==> src/design/gb_pkg.sv <==
// gb_pkg: shared widths, types and constants for the 5x5 blur
// no dependencies; imported by every module of the block
package gb_pkg;

	// frame limits
	localparam int MAX_WIDTH  = 256;
	localparam int MAX_HEIGHT = 256;

	// field and counter widths
	localparam int PIX_W = 8;
	localparam int DIM_W = 9;
	localparam int OUT_W = 8;
	localparam int COL_W = $clog2(MAX_WIDTH);
	localparam int ROW_W = $clog2(MAX_HEIGHT + 3);
	localparam int MAX_W2 = (ROW_W > DIM_W) ? ROW_W : DIM_W;
	localparam int CMP_W = ((MAX_W2 > COL_W) ? MAX_W2 : COL_W) + 2;

	// window geometry
	localparam int KSIZE = 5;
	localparam int KMID  = KSIZE / 2;
	localparam int LINES = KSIZE - 1;
	localparam logic [CMP_W-1:0] HALF = CMP_W'(KMID);

	// sum widths: column sum up to 255*10, total up to 255*100
	localparam int CS_W  = 12;
	localparam int SUM_W = 15;

	// floor(x/100) as (x*5243)>>19, exact for x below 25600
	localparam int RECIP_W = 13;
	localparam logic [RECIP_W-1:0] RECIP_100 = 13'd5243;
	localparam int RECIP_SHIFT = 19;
	localparam int PROD_W = SUM_W + RECIP_W;

	// register reset values and lower bound
	localparam logic [DIM_W-1:0] DIM_MIN      = 9'd3;
	localparam logic [DIM_W-1:0] WIDTH_RESET  = 9'd160;
	localparam logic [DIM_W-1:0] HEIGHT_RESET = 9'd120;

	typedef logic [PIX_W-1:0] pix_t;
	typedef pix_t [KSIZE-1:0] pix_col_t;
	typedef logic [CS_W-1:0] csum_t;

	// configuration register indexes
	typedef enum logic {
		REG_FRAME_WIDTH  = 1'b0,
		REG_FRAME_HEIGHT = 1'b1
	} cfg_reg_t;

	// shared read/write control of the line store cells
	typedef struct packed {
		logic             rd_en;
		logic [COL_W-1:0] rd_addr;
		logic             wr_en;
		logic [COL_W-1:0] wr_addr;
	} lb_ctrl_t;

	// kernel is the outer product of 1 2 4 2 1; weight of tap idx as a shift
	function automatic logic [1:0] tap_shift(input int idx);
		logic [1:0] s;
		s = 2'd0;
		if (idx == KMID) begin
			s = 2'd2;
		end else if (idx == KMID - 1 || idx == KMID + 1) begin
			s = 2'd1;
		end
		return s;
	endfunction

endpackage

==> src/design/gb_win_cell.sv <==
// gb_win_cell: one column of the 5x5 window and its row-weighted sum
// depends on gb_pkg; five of these form the shifting window
module gb_win_cell import gb_pkg::*; (
	input  logic     clk,
	input  logic     shift_en,
	input  pix_col_t col_in,
	output pix_col_t col_out,
	output csum_t    colsum
);

	pix_col_t col_q;

	// take the neighbor's column on every shift
	always_ff @(posedge clk) begin
		if (shift_en) begin
			col_q <= col_in;
		end
	end

	assign col_out = col_q;

	// weights 1 2 4 2 1 down the column
	always_comb begin
		colsum = '0;
		for (int k = 0; k < KSIZE; k++) begin
			colsum = colsum + (CS_W'(col_q[k]) << tap_shift(k));
		end
	end

endmodule

==> config.mk <==
export PLATFORM = sky130hd
export DESIGN_NAME = gb_win_cell
export DESIGN_NICKNAME = d
export VERILOG_FILES = /design/src/design/gb_pkg.sv /design/src/design/gb_win_cell.sv
export SDC_FILE = /design/constraint.sdc
export NUM_CORES = 1
export LEC_CHECK = 0
export BUFFER_PORTS_ARGS = -buffer_cell sky130_fd_sc_hd__buf_2
export CORE_ASPECT_RATIO = 0.7
export CORE_MARGIN = 2
export CORE_UTILIZATION = 48
export CTS_CLUSTER_SIZE = 40
export DETAILED_ROUTE_END_ITERATION = 10
export PLACE_DENSITY = 0.79
export REMOVE_ABC_BUFFERS = 1
export SLEW_MARGIN = 20
export SYNTH_ARGS = -nofsm -noshare
export SYNTH_HDL_FRONTEND = slang
export SYNTH_SLANG_ARGS = --single-unit
export TNS_END_PERCENT = 1
==> constraint.sdc <==
create_clock -name clk -period 4.3 [get_ports clk]
set_input_delay 0.645 -clock clk [delete_from_list [all_inputs] [get_ports clk]]
set_output_delay 0.645 -clock clk [all_outputs]
set_load 0.1 [all_outputs]
==> summary.md <==
| Metric | Value |
|---|---|
| Inserted Diodes | 0 |
| Fin. max-slew vios | 0 |
| Starting density of the core | around 51% |
| Hold Buf Count CTS | 0 |
| Number of synthesized flops with an enable pin | 40 |
| Ratio of cells with drive above 1 in the final layout | between 50% and 60% |
| Initial antenna violation count | 0 |
| DR WL/cell | 16.04 um |
| Netlist Area Pre-Place | between 0.002 and 0.0025 mm^2 |
| Number of global-route vias before repair | ~1700 |
| Max-Cap Viols | 0 |
| Fillers | 229 |
| Final Critical Period | roughly 4.7 ns |
| Worst-path fanout max | 3 |
| CTS Sinks | 40 |
| Synth unique cells | 28 |
| Largest net degree at the start of global routing | 41 |
| FFs w/ async S/R, synth | 0% |
| Critical path class | reg2out |
| Failing checks | negative setup slack |
| GR Util met1 | between 20% and 30% |
| Port Buf Inserts | slightly above 90 |
| Clk root buf | clkbuf_8 |
| Routability cong. | approximately 0.75 |
| #FFs+latches synth | 40 |
| Ys flop type | edfxtp_1 |
| Final hold violation count | 0 |
| Arrival @ worst endpoint | between 4 and 5 ns |
| Setup ws final | -0.4140 ns |
| Critical Path End Type | output pin |
| Worst-Margin Slew | 0.8382 ns |
| Synth top cells by count | edfxtp_1 (40), inv_1 (22), ha_1 (21) |
| CTS Buf Count | 5 |
| Slew headroom | ~44% |
| Ports | 94 |
| Area Growth Syn to Fin | 54.76% |
| CTS tree | yes |
| Drt pass-1 iters | 4 |
| Outcome | finished with violations |
| Final core utilization | 78.95% |
| H-tree Lvls | 2 |
| Ys Warns | 0 |
| Wire length of the first global-routing pass | between 7000 and 8000 um |
| Largest register FFs | 40 |
| Endpoints failing setup | 8 |
| Leading area contributor after synthesis | edfxtp_1 |
| HP Class | in2reg |
| Final net count | between 300 and 400 |
| Max Fclk | about 210 MHz |
| Grt ovf | 0 |
| HPWL Detailed | 3655 um |
| Seq/Total Area, Yosys | around 53% |
| GRT Max-Usage Layer | met2 |
| Total track usage | approximately a fifth |
| Synthesized area per cell | roughly 14 um^2 |
| GR Util met3 | ~5.4% |
| Min-Delay Startpoint | col_in[0] |
| Clk pin slew, worst setup/hold paths | 0.07 ns |
| Final period util | 109.6% |
| Die X-Extent | approximately 86 um |
| Worst setup path start | col_out[2] |
| Clock buffer depth | 2 |
| Worst EP required | between 3 and 4 ns |
| Post-DRT Antenna Nets | 0 |
| Largest cells by area after synthesis | edfxtp_1 (53%), fa_1 (13%), ha_1 (12%) |
| Area of the core | 0.004429 mm^2 |
| Die Ht | 61.41 um |
| Row count | 20 |
| Post-Synthesis Cells | roughly 160 |
| Die area | roughly 0.0053 mm^2 |
| Critical Path Start Type | register |
| Total Routed Length | approximately 5500 um |
| Grt met2 use | 32.34% |
| Top-area cell type share of the netlist area | 53.16% |
| Routed via count | 1719 |
| DRC errors left | 0 |
| Avg Vias per Cell | about 5.0 |
| Most common cell in the netlist | edfxtp_1 |
| RSZ-0062 raised after global routing | yes |
| Initial drt markers | about 110 |
-- stage by stage --
step	area [um^2]	hold slack, ns	setup TNS [ns]	setup slack [ns]	std cells
final	3497	0.5329	-2.241	-0.4140	343
after global routing	3497	0.5228	-3.556	-0.5582	343
after CTS	3273	0.5284	-1.509	-0.3285	337
after detailed placement	3019	0.8231	-0.2787	-0.08990	325
after global placement	3019	0.8211	-0.00007749	-0.00007749	325
after floorplan	2260	0.7439	-12.45	-1.649	163
-- worst max-delay path, cell delays in order (launching register included) --
cell	delay, ns
edfxtp_1	0.38
inv_2	0.05
fa_1	0.48
inv_2	0.08
ha_4	0.13
inv_1	0.06
fa_2	0.55
inv_1	0.06
fa_1	0.56
ha_4	0.23
nor2b_1	0.14
o31a_1	0.35
o21a_1	0.20
nor2_1	0.13
xnor2_1	0.19
buf_12	0.21
-- final cells by class --
cell class	instances	area (um^2)	area share, %
timing repair buffer	117	783.3	22.40
tap	55	68.82	1.968
inverter	22	82.58	2.361
clock buffer	5	68.82	1.968
sequential	40	1201	34.35
multi-input combinational	101	1279	36.57
clock inverter	3	13.76	0.3936
-- placed cells by master, fill, tap and decap left out, drive strengths merged --
cell type  Yosys  routed
a21boi         1       1
a31oi          1       1
o21a           3       3
o31ai          1       1
inv           22      22
fa            15      15
o311ai         1       1
and2b          1       1
or2            1       1
nand2b         2       2
nor2          10      10
edfxtp        40      40
clkbuf         0       7
a21oi          9       9
nor2b          1       1
nand2          5       5
nand4          1       1
or3            1       1
o31a           1       1
nand3          4       4
clkinv         0       3
a211oi         2       2
o21ai          2       2
or4            1       1
o211ai         3       3
ha            21      21
o21bai         1       1
xor2           3       3
xnor2         10      10
buf            0     115
-- metal layers --
metal,vias to the layer above,wire length (um)
met5,-,0
met4,0,85
met3,6,311
met2,52,2919
met1,838,2185
li1,823,-
-- logic make-up (layout without fill, tap and decap cells) --
| logic type | count (synthesis) | after routing | synth area share [%] |
|---|---|---|---|
| flip-flops | 40 | 40 | 53.16 |
| buffers and inverters | 22 | 147 | 3.655 |
| XOR/XNOR | 13 | 13 | 5.039 |
| AND/OR/NAND/NOR | 27 | 27 | 5.704 |
| adder cells (fa/ha/maj) | 36 | 36 | 24.92 |
| AO/OA/AOI/OAI | 25 | 25 | 7.531 |
-- final timing paths --
check	slack, ns	to	depth (start not counted)
max	-0.41	colsum[7]	15
min	0.53	col_out[0]	1
-- repair_timing --
action | 4_1_cts | 5_1_grt
endpoints found under the setup margin | 7 | 8
pin swaps | 18 | 26
gates resized for setup | 22 | 33
hold endpoints to repair | 0 | 0
setup buffers | 4 | 6
Power is left out: the tool's default activity adds up to more than one toggle a clock period on the data nets, which glitch-free logic cannot reach.
