==> src/design/gb_pkg.sv <==
// gb_pkg: shared widths, types and constants for the 5x5 blur
// no dependencies; imported by every module of the block
package gb_pkg;

	// frame limits
	localparam int MAX_WIDTH  = 256;
	localparam int MAX_HEIGHT = 256;

	// field and counter widths
	localparam int PIX_W = 8;
	localparam int DIM_W = 9;
	localparam int OUT_W = 8;
	localparam int COL_W = $clog2(MAX_WIDTH);
	localparam int ROW_W = $clog2(MAX_HEIGHT + 3);
	localparam int MAX_W2 = (ROW_W > DIM_W) ? ROW_W : DIM_W;
	localparam int CMP_W = ((MAX_W2 > COL_W) ? MAX_W2 : COL_W) + 2;

	// window geometry
	localparam int KSIZE = 5;
	localparam int KMID  = KSIZE / 2;
	localparam int LINES = KSIZE - 1;
	localparam logic [CMP_W-1:0] HALF = CMP_W'(KMID);

	// sum widths: column sum up to 255*10, total up to 255*100
	localparam int CS_W  = 12;
	localparam int SUM_W = 15;

	// floor(x/100) as (x*5243)>>19, exact for x below 25600
	localparam int RECIP_W = 13;
	localparam logic [RECIP_W-1:0] RECIP_100 = 13'd5243;
	localparam int RECIP_SHIFT = 19;
	localparam int PROD_W = SUM_W + RECIP_W;

	// register reset values and lower bound
	localparam logic [DIM_W-1:0] DIM_MIN      = 9'd3;
	localparam logic [DIM_W-1:0] WIDTH_RESET  = 9'd160;
	localparam logic [DIM_W-1:0] HEIGHT_RESET = 9'd120;

	typedef logic [PIX_W-1:0] pix_t;
	typedef pix_t [KSIZE-1:0] pix_col_t;
	typedef logic [CS_W-1:0] csum_t;

	// configuration register indexes
	typedef enum logic {
		REG_FRAME_WIDTH  = 1'b0,
		REG_FRAME_HEIGHT = 1'b1
	} cfg_reg_t;

	// shared read/write control of the line store cells
	typedef struct packed {
		logic             rd_en;
		logic [COL_W-1:0] rd_addr;
		logic             wr_en;
		logic [COL_W-1:0] wr_addr;
	} lb_ctrl_t;

	// kernel is the outer product of 1 2 4 2 1; weight of tap idx as a shift
	function automatic logic [1:0] tap_shift(input int idx);
		logic [1:0] s;
		s = 2'd0;
		if (idx == KMID) begin
			s = 2'd2;
		end else if (idx == KMID - 1 || idx == KMID + 1) begin
			s = 2'd1;
		end
		return s;
	endfunction

endpackage

==> src/design/gb_line_cell.sv <==
// gb_line_cell: one row delay of the line store, MAX_WIDTH pixels deep
// depends on gb_pkg; chained four deep in the top level
module gb_line_cell import gb_pkg::*; (
	input  logic     clk,
	input  lb_ctrl_t ctrl,
	input  pix_t     wr_data,
	output pix_t     rd_data
);

	pix_t mem_q [MAX_WIDTH];
	pix_t rd_data_q;

	// one write and one registered read per cycle; the user keeps them on different columns, the cell does not enforce it
	always_ff @(posedge clk) begin
		if (ctrl.wr_en) begin
			mem_q[ctrl.wr_addr] <= wr_data;
		end
		if (ctrl.rd_en) begin
			rd_data_q <= mem_q[ctrl.rd_addr];
		end
	end

	assign rd_data = rd_data_q;

endmodule

==> config.mk <==
export PLATFORM = sky130hd
export DESIGN_NAME = gb_line_cell
export DESIGN_NICKNAME = d
export VERILOG_FILES = /design/src/design/gb_pkg.sv /design/src/design/gb_line_cell.sv
export SDC_FILE = /design/constraint.sdc
export NUM_CORES = 2
export LEC_CHECK = 0
export CORE_MARGIN = 4
export CORE_UTILIZATION = 29
export CTS_CLUSTER_DIAMETER = 50
export DETAILED_ROUTE_END_ITERATION = 6
export DONT_BUFFER_PORTS = 1
export SLEW_MARGIN = 10
export SYNTH_ARGS = -nofsm -noshare
export SYNTH_HDL_FRONTEND = slang
export SYNTH_SLANG_ARGS = --single-unit
==> constraint.sdc <==
create_clock -name clk -period 3.3 [get_ports clk]
set_clock_uncertainty 0.1 [all_clocks]
set_input_delay 0.33 -clock clk [delete_from_list [all_inputs] [get_ports clk]]
set_output_delay 0.33 -clock clk [all_outputs]
set_load 0.05 [all_outputs]
==> impl_metrics.env <==
export IMPL_dp_hpwl_mm=110
export IMPL_maxSlewViolCount=46
export IMPL_timing_final_crit_share=0.964
export IMPL_drt_iter0_drc=4633
export IMPL_antenna_found_initial=7
export IMPL_avgSynthCellArea_um2=21.3
export IMPL_cts_root_buffer="clkbuf_16"
export IMPL_register_area_um2=61700
export IMPL_pwr_share_seq=0.532
export IMPL_dieArea_um2=283000
export IMPL_p_comb_frac=0.036
export IMPL_initial_core_util=0.291
export IMPL_status="complete, but fails checks"
export IMPL_ys_seq_area_frac=0.775
export IMPL_grt_pass1_vias=39700
export IMPL_nets=4111
export IMPL_cellInternalPower_uw=43200
export IMPL_tightest_slew_ns=1.55
export IMPL_synthFlopType="edfxtp_1"
export IMPL_swShare=0.206
export IMPL_fp_row_count=192
export IMPL_ys_ff_latch=2056
export IMPL_fillers=25400
export IMPL_routedWlPerCell_um=25.9
export IMPL_tritoncts="done"
export IMPL_pin_count=35
export IMPL_critPathKind="input pin to flop"
export IMPL_rsz0062_at_grt="no"
export IMPL_relSlewSlack=-0.0314
export IMPL_htree_levels=4
export IMPL_hold_start="wr_data[3]"
export IMPL_grt_usage=0.137
export IMPL_clkSinkCount=2056
export IMPL_coreArea_um2=273000
export IMPL_port_buffer_count=0
export IMPL_crit_path_end_kind="flop"
export IMPL_layout_setup_ws_ns=0.120
export IMPL_drtPass1Iterations=7
export IMPL_cellLeakagePower_uw=0.0286
export IMPL_grt_pass1_wl_mm=288
export IMPL_cp_arrival_ns=3.62
export IMPL_die_w_um=532
export IMPL_vias=39500
export IMPL_syn_nets=3760
export IMPL_vias_per_cell=5.03
export IMPL_fin_hold_ws_ns=-0.473
export IMPL_post_place_ws_ns=-0.0599
export IMPL_tns_ns=0
export IMPL_p_clk_frac=0.433
export IMPL_cts_made_buffers=212
export IMPL_layout_commonest_cell="edfxtp_1"
export IMPL_fp_dieH_um=532
export IMPL_multi_input_area_um2=16500
export IMPL_grt_overflow=0
export IMPL_gp_congestion=0.779
export IMPL_hold_viol_final=1568
export IMPL_synth_enable_flop_cells=2056
export IMPL_peakVddDrop_mv=0.455
export IMPL_ys_warn_count=0
export IMPL_violations="negative hold slack, max-slew violations"
export IMPL_crit_start="ctrl[10]"
export IMPL_hp_class="input pin to flop"
export IMPL_postRouteAntennaNets=0
export IMPL_drc=0
export IMPL_postCtsSetupRepairBufs=0
export IMPL_crit_fanout=446
export IMPL_min_period_ns=3.18
export IMPL_postCtsHoldBufs=18
export IMPL_p_per_area_nw_per_um2=586
export IMPL_max_cap_viol_count=0
export IMPL_final_cell_mix="edfxtp_1 (2056), mux4_2 (454), buf_4 (334)"
export IMPL_required_ns=3.74
export IMPL_area_growth_pct=16.5
export IMPL_clkTransAtPathRegs_ns=0.06
export IMPL_cts_buffer_depth=3
export IMPL_max_freq_mhz=314
export IMPL_synth_cells=3733
export IMPL_drive_above_1_share=0.264
export IMPL_async_reset_ff_frac=0
export IMPL_p_switching_uw=11200
export IMPL_setup_viol=0
export IMPL_r2r_start="mem_q[64][2]"
export IMPL_finalWirelength_mm=203
export IMPL_grt_max_degree=579
export IMPL_synth_distinct_cells=54
export IMPL_synth_area_um2=79600
export IMPL_start_kind="input pin"
export IMPL_insertion_delay_ns=0.84
-- state kept, by name, summed over array words and instances, names as in the netlist --
register,count
mem_q,2048
rd_data,8
-- cell families after synthesis --
group | after synthesis | share of synthesized area
flops | 2056 | 0.775
mux | 591 | 0.146
compound gates | 385 | 0.0342
buf+inv | 235 | 0.0183
simple gates | 466 | 0.0263
-- metal layers --
layer / track usage / wire length, µm
met1: 0.187 / 82700
met2: 0.223 / 98300
met3: 0.0246 / 16000
met4: 0.0434 / 6250
met5: 0 / 0
-- area by class of cell --
type	instances	share of cell area
inverters	2	0.0000809
flip-flops and latches	2056	0.666
well taps	3589	0.0484
clock inverters	131	0.0150
multi-input cells	1442	0.178
repair buffers	370	0.0336
clock buffers	258	0.0591
diodes	2	0.0000540
-- per-stage QoR --
| stage | util | hold slack (ns) | cells | area [µm²] | total power (µW) |
|---|---|---|---|---|---|
| floorplan | - | 0.329 | 3733 | 79600 | 30800 |
| global placement | 0.312 | 0.358 | 7429 | 85400 | 31100 |
| detailed placement | 0.312 | 0.357 | 7430 | 85400 | 31100 |
| CTS | 0.338 | -0.469 | 7837 | 92500 | 54500 |
| global route | 0.339 | -0.526 | 7848 | 92700 | 56000 |
| finish | 0.339 | -0.473 | 7850 | 92700 | 54400 |
-- cell usage after synthesis (31+ instances only) --
master    instances  share of area
edfxtp_1       2056           0.78
mux4_2          454           0.13
nor2_1          282          0.013
mux2i_1         134          0.017
a22oi_1         133          0.013
clkbuf_1        111         0.0052
a21oi_1          96         0.0060
o221ai_1         46         0.0051
nand3_1          34         0.0021
nand2_1          33         0.0016
buf_2            31         0.0019
nor2b_1          31         0.0024
-- path summary, 6_finish.rpt --
path / endpoint / slack (ns) / cells after the start
worst min-delay path: mem_q[88][3] / -0.47 / 0
worst max register to register: rd_data[2] / 0.32 / 5
worst max-delay path: rd_data[2] / 0.12 / 7
worst min register to register: rd_data[3] / 1.06 / 6
-- worst max-delay path, cell delays in order --
cell and delay (ns):
nand3_1 0.83, o22ai_1 0.16, o21ai_0 0.36, nand3_1 0.25, nor4_1 0.68, buf_4 0.23, nor4_2 0.03
-- power groups by stage --
| stage | Clock, µW | Sequential, µW | Combinational, µW |
|---|---|---|---|
| after detailed placement | 0 | 29500 | 1650 |
| after CTS | 23900 | 28900 | 1690 |
| final | 23500 | 28900 | 1940 |
| after global placement | 0 | 29400 | 1650 |
| after floorplan | 0 | 29400 | 1400 |
| after global routing | 25100 | 28900 | 2020 |
-- timing repair --
item	4_1_cts	5_1_grt
resized for setup	0	0
hold endpoints to repair	2274	2039
endpoints found under the setup margin	0	8
Note: power is estimated with default switching activity, not from simulation.
